`config.mk`:
```
export PLATFORM = sky130hd
export DESIGN_NAME = phn_div
export DESIGN_NICKNAME = d
export VERILOG_FILES = /design/src/phn_div.sv
export SDC_FILE = /design/constraint.sdc
export NUM_CORES = 1
export LEC_CHECK = 0
export ABC_AREA = 1
export BUFFER_PORTS_ARGS = -buffer_cell sky130_fd_sc_hd__buf_2
export CORE_UTILIZATION = 55
export CTS_CLUSTER_SIZE = 30
export DETAILED_ROUTE_END_ITERATION = 10
export GPL_TIMING_DRIVEN = 0
export PLACE_DENSITY = 0.82
export RECOVER_POWER = 100
export SLEW_MARGIN = 20
export SYNTH_ARGS = -nofsm -noshare
export SYNTH_HDL_FRONTEND = slang
export SYNTH_SLANG_ARGS = --single-unit
```
`constraint.sdc`:
```
create_clock -name clk -period 2.6 [get_ports clk]
set_input_delay 0.13 -clock clk [delete_from_list [all_inputs] [get_ports clk]]
set_output_delay 0.13 -clock clk [all_outputs]
set_load 0.02 [all_outputs]
```
`src/phn_div.sv`:
```
module phn_div #(
	parameter int DW = 24,
	parameter int VW = 20
) (
	input  logic                        clk,
	input  logic                        arst_n,
	input  logic                        start,
	input  logic [$clog2(DW+1)-1:0]     steps,
	input  logic [DW-1:0]               dividend,
	input  logic [VW-1:0]               divisor,
	output logic                        done,
	output logic [DW-1:0]               quotient,
	output logic [VW-1:0]               remainder
);
	localparam int KW = $clog2(DW + 1);

	logic [DW-1:0] dvd_q;
	logic [VW-1:0] rem_q;
	logic [VW-1:0] dsr_q;
	logic [KW-1:0] cnt_q;
	logic          run_q;
	logic          done_q;

	logic [VW:0]   r_shift;
	logic [VW+1:0] diff;
	logic          fits;

	// one quotient bit per cycle, restoring
	assign r_shift = {rem_q, dvd_q[DW-1]};
	assign diff = {1'b0, r_shift} - {2'b00, dsr_q};
	assign fits = ~diff[VW+1];

	always_ff @(posedge clk or negedge arst_n) begin
		if (!arst_n) begin
			run_q <= 1'b0;
			done_q <= 1'b0;
			cnt_q <= '0;
		end else begin
			done_q <= 1'b0;
			if (start) begin
				run_q <= 1'b1;
				cnt_q <= steps;
			end else if (run_q) begin
				cnt_q <= cnt_q - KW'(1);
				if (cnt_q == KW'(1)) begin
					run_q <= 1'b0;
					done_q <= 1'b1;
				end
			end
		end
	end

	always_ff @(posedge clk) begin
		if (start) begin
			dvd_q <= dividend;
			dsr_q <= divisor;
			rem_q <= '0;
		end else if (run_q) begin
			dvd_q <= {dvd_q[DW-2:0], fits};
			rem_q <= fits ? diff[VW-1:0] : r_shift[VW-1:0];
		end
	end

	assign done = done_q;
	assign quotient = dvd_q;
	assign remainder = rem_q;

endmodule

```
==> qor.yml, run 1 <==
multi_input_area_mm2: 0.00206
ys_seq_area_share_pct: 42.6
synth_cells: 606
grt_antenna_before_repair: 0
die_w_um: 92.0
hold_viol_final: 0
ys_types: 32
pre_cts_ws_ns: 0.356
cts_root_buffer: "clkbuf_8"
drc_errors: 0
timing.rr.start: "remainder[10]$_SDFFE_PP0P_"
crit_family: "simple AND/OR/NAND/NOR gates"
postCtsResizedCells: 0
clk_pin_slew_ns: 0.08
crit_path_frequent_cell: "nand2_1"
cts_htree_levels: 3
cp_slowest_cell: "ha_1"
synth_edf_count: 44
cts_tree: "yes"
ys_seq_elements: 71
initial_core_util_pct: 57.3
maxCapViolations: 0
overflow: 0
syn_area_mm2: 0.00445
antenna_cells: 0
cts.path.max_buffers: 2
routedWlPerCell_um: 13.0
vias_per_cell: 5.09
post-cts-setup-buffers: 0
num_io_pins: 97
ff_latch_area_mm2: 0.00190
slew_violations: 0
hold_buffers: 25
worstSkewPairLatency_ns: 0.35
crit_path_max_incr_delay_ns: 0.37
worst-path-max-fanout: 10
synth_common_cells: "nand2_1, inv_1, edfxtp_1, nand3_1, nor2_1"
p_total_uw: 5310
first_pass_iters: 5
cts.sinks: 71
max_freq_mhz: 429
drive_gt1_share_pct: 11.8
hp-class: "primary input to register"
die_y_um: 92.0
cts-buffers-inserted: 9
grt_pass1_wl_um: 18400
leakage_uw: 0.00282
grt_pass1_vias: 4125
avgSynthCellArea_um2: 7.35
route.vias.total: 4303
yosysMostFrequentCell: "nand2_1"
final_cells: 845
drtIter0Drc: 288
grt_max_degree: 31
final_area_mm2: 0.00544
crit_type: "register to register"
worstPathCellList: "ha_1 > nand2_1 > inv_1 > a21oi_1 > nand2_1 > nand2_2 > nand3_4 > clkbuf_2 > nand2_1 > nand2_1"
antenna_left: 0
fin_worst_skew_ns: 0.00673
period_share_pct: 89.7
dp_hpwl_um: 8260
cp-end-kind: "register"
gp_congestion: 0.946
syn_nets: 681
slew-limit-headroom_pct: 35.7
cp.required_ns: 2.71
status: "finished, final reports clean"
fin_crit_ns: 2.33
critPathLaunchType: "register"
die_area_mm2: 0.00846
yosys-top-cells-area: "edfxtp_1, nand2_1, inv_1, dfxtp_1, ha_1"
synth_top_area_cell: "edfxtp_1"
rsz0062_at_grt: "false"
hp-start: "steps[2]"
timing.setup.tns_ns: 0
wl_um: 11000
placed_cells: 804
crit_start: "remainder[10]$_SDFFE_PP0P_"
place_area_mm2: 0.00506
rows: 32
ys_warn_count: 0
ys.flop_type: "edfxtp_1"
grt_use_total_pct: 27.7
powerDensity_mw_per_mm2: 976
synth_top_area_share_pct: 29.7
worst_ep_arrival_time_ns: 2.44
port_buffers: 96
worstMarginPinSlew_ns: 0.959
core_area_mm2: 0.00777
finalSetupViolCount: 0
fin_nets: 813
timing.final.ws_setup_ns: 0.268
critical_path_buf_inv_count: 2
synthArstFlopShare_pct: 9.86
area_growth_pct: 22.1
ir_drop_mv: 0.434
fillers: 692
[cell families after synthesis]
kind of cell,after synthesis,synth area share (%)
compound gates,24,3.54
simple gates,353,34.2
flops,71,42.6
buf+inv,125,11.0
xor+xnor,10,1.97
fa+ha+maj,23,6.63
[metal layers]
layer  track usage (%)  routed length (um)
met5                 0                   0
met2              47.6                5440
met3              5.80                 679
met4              10.4                 131
met1              34.2                4710
[final timing paths]
path	endpoint	slack (ns)	cells past startpoint
worst max-delay path	quotient[0]$_DFFE_PP_	0.27	10
worst min register to register	remainder[1]$_SDFFE_PP0P_	0.49	2
max in group asynchronous	done$_DFF_PN0_	2.09	2
worst max register to register	quotient[0]$_DFFE_PP_	0.27	10
worst min-delay path	cnt_q[2]$_DFFE_PN0P_	0.01	3
min in group asynchronous	cnt_q[1]$_DFFE_PN0P_	0.24	2
[tightest hold or removal path, cell delays in order]
cell	delay, ns
buf_2	0.07
nand2_1	0.05
o211ai_1	0.07
[sequential cells by signal, indices dropped and copies added (netlist names)]
name and flops:
quotient 24, dsr_q 20, remainder 20, cnt_q 5, done 1, run_q 1
[area by class of cell]
cell class              count  share of cell area (%)
plain buffers              15                    1.33
clock buffers              11                    2.42
clock inverters             5                    1.06
inverters                 110                    7.59
multi-input cells         410                    38.0
flip-flops and latches     71                    34.9
well taps                 102                    2.35
repair buffers            121                    12.4
[where the power goes]
part | switching, uW | internal, uW
Clock | 432 | 444
Combinational | 1810 | 971
Sequential | 199 | 1450
[cell usage in the layout, fill, tap and decap left out]
cell and instances:
xnor2_1 8, inv_1 108, nor2_4 3, inv_6 1
buf_2 53, o21ai_2 3, nor2_1 27, xor2_1 2
nor3_1 4, clkbuf_8 9, clkbuf_1 58, a21oi_1 9
ha_1 22, clkinvlp_4 2, nand3_1 44, o211ai_1 3
nand2_1 241, bufinv_16 1, inv_2 1, o21ai_0 6
dfxtp_1 20, nand3_2 4, and2_1 1, dlygate4sd3_1 25
buf_8 1, clkbuf_2 1, nand4_1 21, nand2_4 1
nand2_2 5, edfxtp_1 44, o221ai_1 2, nor2_2 1
clkinv_1 2, fa_1 1, dfrtp_1 7, nand3_4 1
a21oi_4 1
[through the flow]
stage	util, %	hold slack (ns)
2_1_floorplan	-	-0.166
3_5_place_dp	65.2	-0.0285
6_report	70.0	0.0112
4_1_cts	70.8	0.00332
3_3_place_gp	65.2	-0.0340
5_1_grt	70.0	0.0208
Note: power is estimated with default switching activity, not from simulation.
==> inputs of run 2 (changes only) <==
Settings changed: CORE_UTILIZATION 55 to 35, PLACE_DENSITY 0.82 to 0.56.
==> run 2 against run 1 <==
Net effect: largest cell class unchanged; hold slack worse by 0.0052 ns; global-route usage down 8.4 points; total power up 7.1%; critical endpoint is now remainder[3]$_SDFFE_PP0P_; clock power up 40%; critical path type unchanged; highest routed layer unchanged; non-clock buffer count down 2; utilization down 24 points; fmax up 4.8%; sequential share of layout area down 1.1 points; routed wire length up 6.3%.
==> qor.yml, run 2 (same netlist as run 1, synthesis figures left out) <==
multi_input_area_mm2: 0.00206
grt_pass1_wl_um: 19500
worst_ep_arrival_time_ns: 2.46
routedWlPerCell_um: 12.8
overflow: 0
initial_core_util_pct: 36.5
route.vias.total: 4138
timing.setup.tns_ns: 0
die_w_um: 115
drtIter0Drc: 175
drive_gt1_share_pct: 11.6
critical_path_buf_inv_count: 2
grt_use_total_pct: 19.3
num_io_pins: 97
hp-class: "primary input to register"
timing.final.ws_setup_ns: 0.375
rows: 40
fillers: 1323
grt_pass1_vias: 4180
worstMarginPinSlew_ns: 1.38
crit_type: "register to register"
cts-buffers-inserted: 9
powerDensity_mw_per_mm2: 1010
finalSetupViolCount: 0
pre_cts_ws_ns: 0.413
cts.sinks: 71
first_pass_iters: 4
gp_congestion: 0.943
ir_drop_mv: 0.384
r2r-end: "remainder[3]$_SDFFE_PP0P_"
crit_family: "simple AND/OR/NAND/NOR gates"
wl_um: 11700
die_area_mm2: 0.0132
crit_start: "dsr_q[14]$_DFFE_PP_"
grt_antenna_before_repair: 0
place_area_mm2: 0.00514
final_area_mm2: 0.00561
ff_latch_area_mm2: 0.00190
slew_violations: 0
worstPathCellList: "inv_1 > ha_1 > nand2_1 > nand2_1 > nand2_1 > nand2_1 > a21oi_4 > buf_2 > nand4_1 > nand3_1 > nand2_1"
maxCapViolations: 0
cp-end-kind: "register"
core_area_mm2: 0.0122
max_freq_mhz: 449
hold_viol_final: 0
crit_path_max_incr_delay_ns: 0.38
fin_crit_ns: 2.22
worstSkewPairLatency_ns: 0.35
critPathLaunchType: "register"
fin_nets: 811
cp_slowest_cell: "a21oi_4"
timing.rr.start: "dsr_q[14]$_DFFE_PP_"
vias_per_cell: 4.55
cp.required_ns: 2.84
cts_root_buffer: "clkbuf_16"
die_y_um: 115
area_growth_pct: 25.9
clk_pin_slew_ns: 0.06
dp_hpwl_um: 8850
leakage_uw: 0.00286
largest_register_ffs: 24
hp-start: "steps[2]"
antenna_left: 0
worst-path-max-fanout: 10
grt_max_degree: 31
cts_htree_levels: 3
fin_worst_skew_ns: 0.00991
antenna_cells: 0
rsz0062_at_grt: "false"
drc_errors: 0
port_buffers: 96
cts.path.max_buffers: 2
slew-limit-headroom_pct: 8.01
whs_endpoint: "cnt_q[2]$_DFFE_PN0P_"
hold_depth: 3
cts_tree: "yes"
ff2ff_setup_slack_ns: 0.38
r2r_cells: 11
final_common_cell: "nand2_1"
final_cell_mix: "nand2_1, inv_1, clkbuf_1"
crit_path_frequent_cell: "nand2_1"
period_share_pct: 85.6
status: "finished, final reports clean"
run 2: power by group:
part | internal (uW) | switching, uW | total (uW)
clock | 768 | 467 | 1230
sequential | 1460 | 201 | 1660
combinational | 985 | 1810 | 2800
total | 3210 | 2480 | 5690
run 2: repair_timing:
action,4_1_cts,5_1_grt
endpoints found under the hold margin,29,0
hold buffers,23,0
setup buffers,0,0
resized for setup,0,0
run 2: layout make-up:
cell class	count	area share [%]
repair buffers	119	11.6
multi-input cells	410	36.8
well taps	168	3.75
clock inverters	3	0.759
flip-flops and latches	71	33.8
clock buffers	13	4.46
plain buffers	15	1.41
inverters	110	7.37
run 2: worst max-delay path by stage:
stage                     slack, ns  cells after the start                         to
after global placement         0.28                      4      quotient[5]$_DFFE_PP_
after CTS                      0.39                     11      quotient[0]$_DFFE_PP_
after global routing           0.18                     11      quotient[0]$_DFFE_PP_
final                          0.38                     11  remainder[3]$_SDFFE_PP0P_
after floorplan                0.66                     10      quotient[0]$_DFFE_PP_
after detailed placement       0.41                     11  remainder[3]$_SDFFE_PP0P_
run 2: worst min-delay path, cell delays in order:
cell	delay, ns
buf_2	0.07
nand2_1	0.04
o211ai_1	0.07
run 2: metrics by stage:
| stage | utilization [%] | cells | total power [uW] | hold slack [ns] |
|---|---|---|---|---|
| after detailed placement | 42.1 | 870 | 4490 | -0.0260 |
| after global placement | 42.1 | 870 | 4460 | -0.0298 |
| after floorplan | - | 606 | 3750 | -0.166 |
| after CTS | 46.4 | 909 | 5790 | 0.00207 |
| after global routing | 45.9 | 909 | 6170 | 0.00877 |
| final | 45.9 | 909 | 5690 | 0.00602 |
run 2: per-layer routing:
metal	GRT usage [%]	wire, um
met5	0	0
met4	6.93	130
met1	23.2	5300
met2	33.3	5560
met3	5.17	664
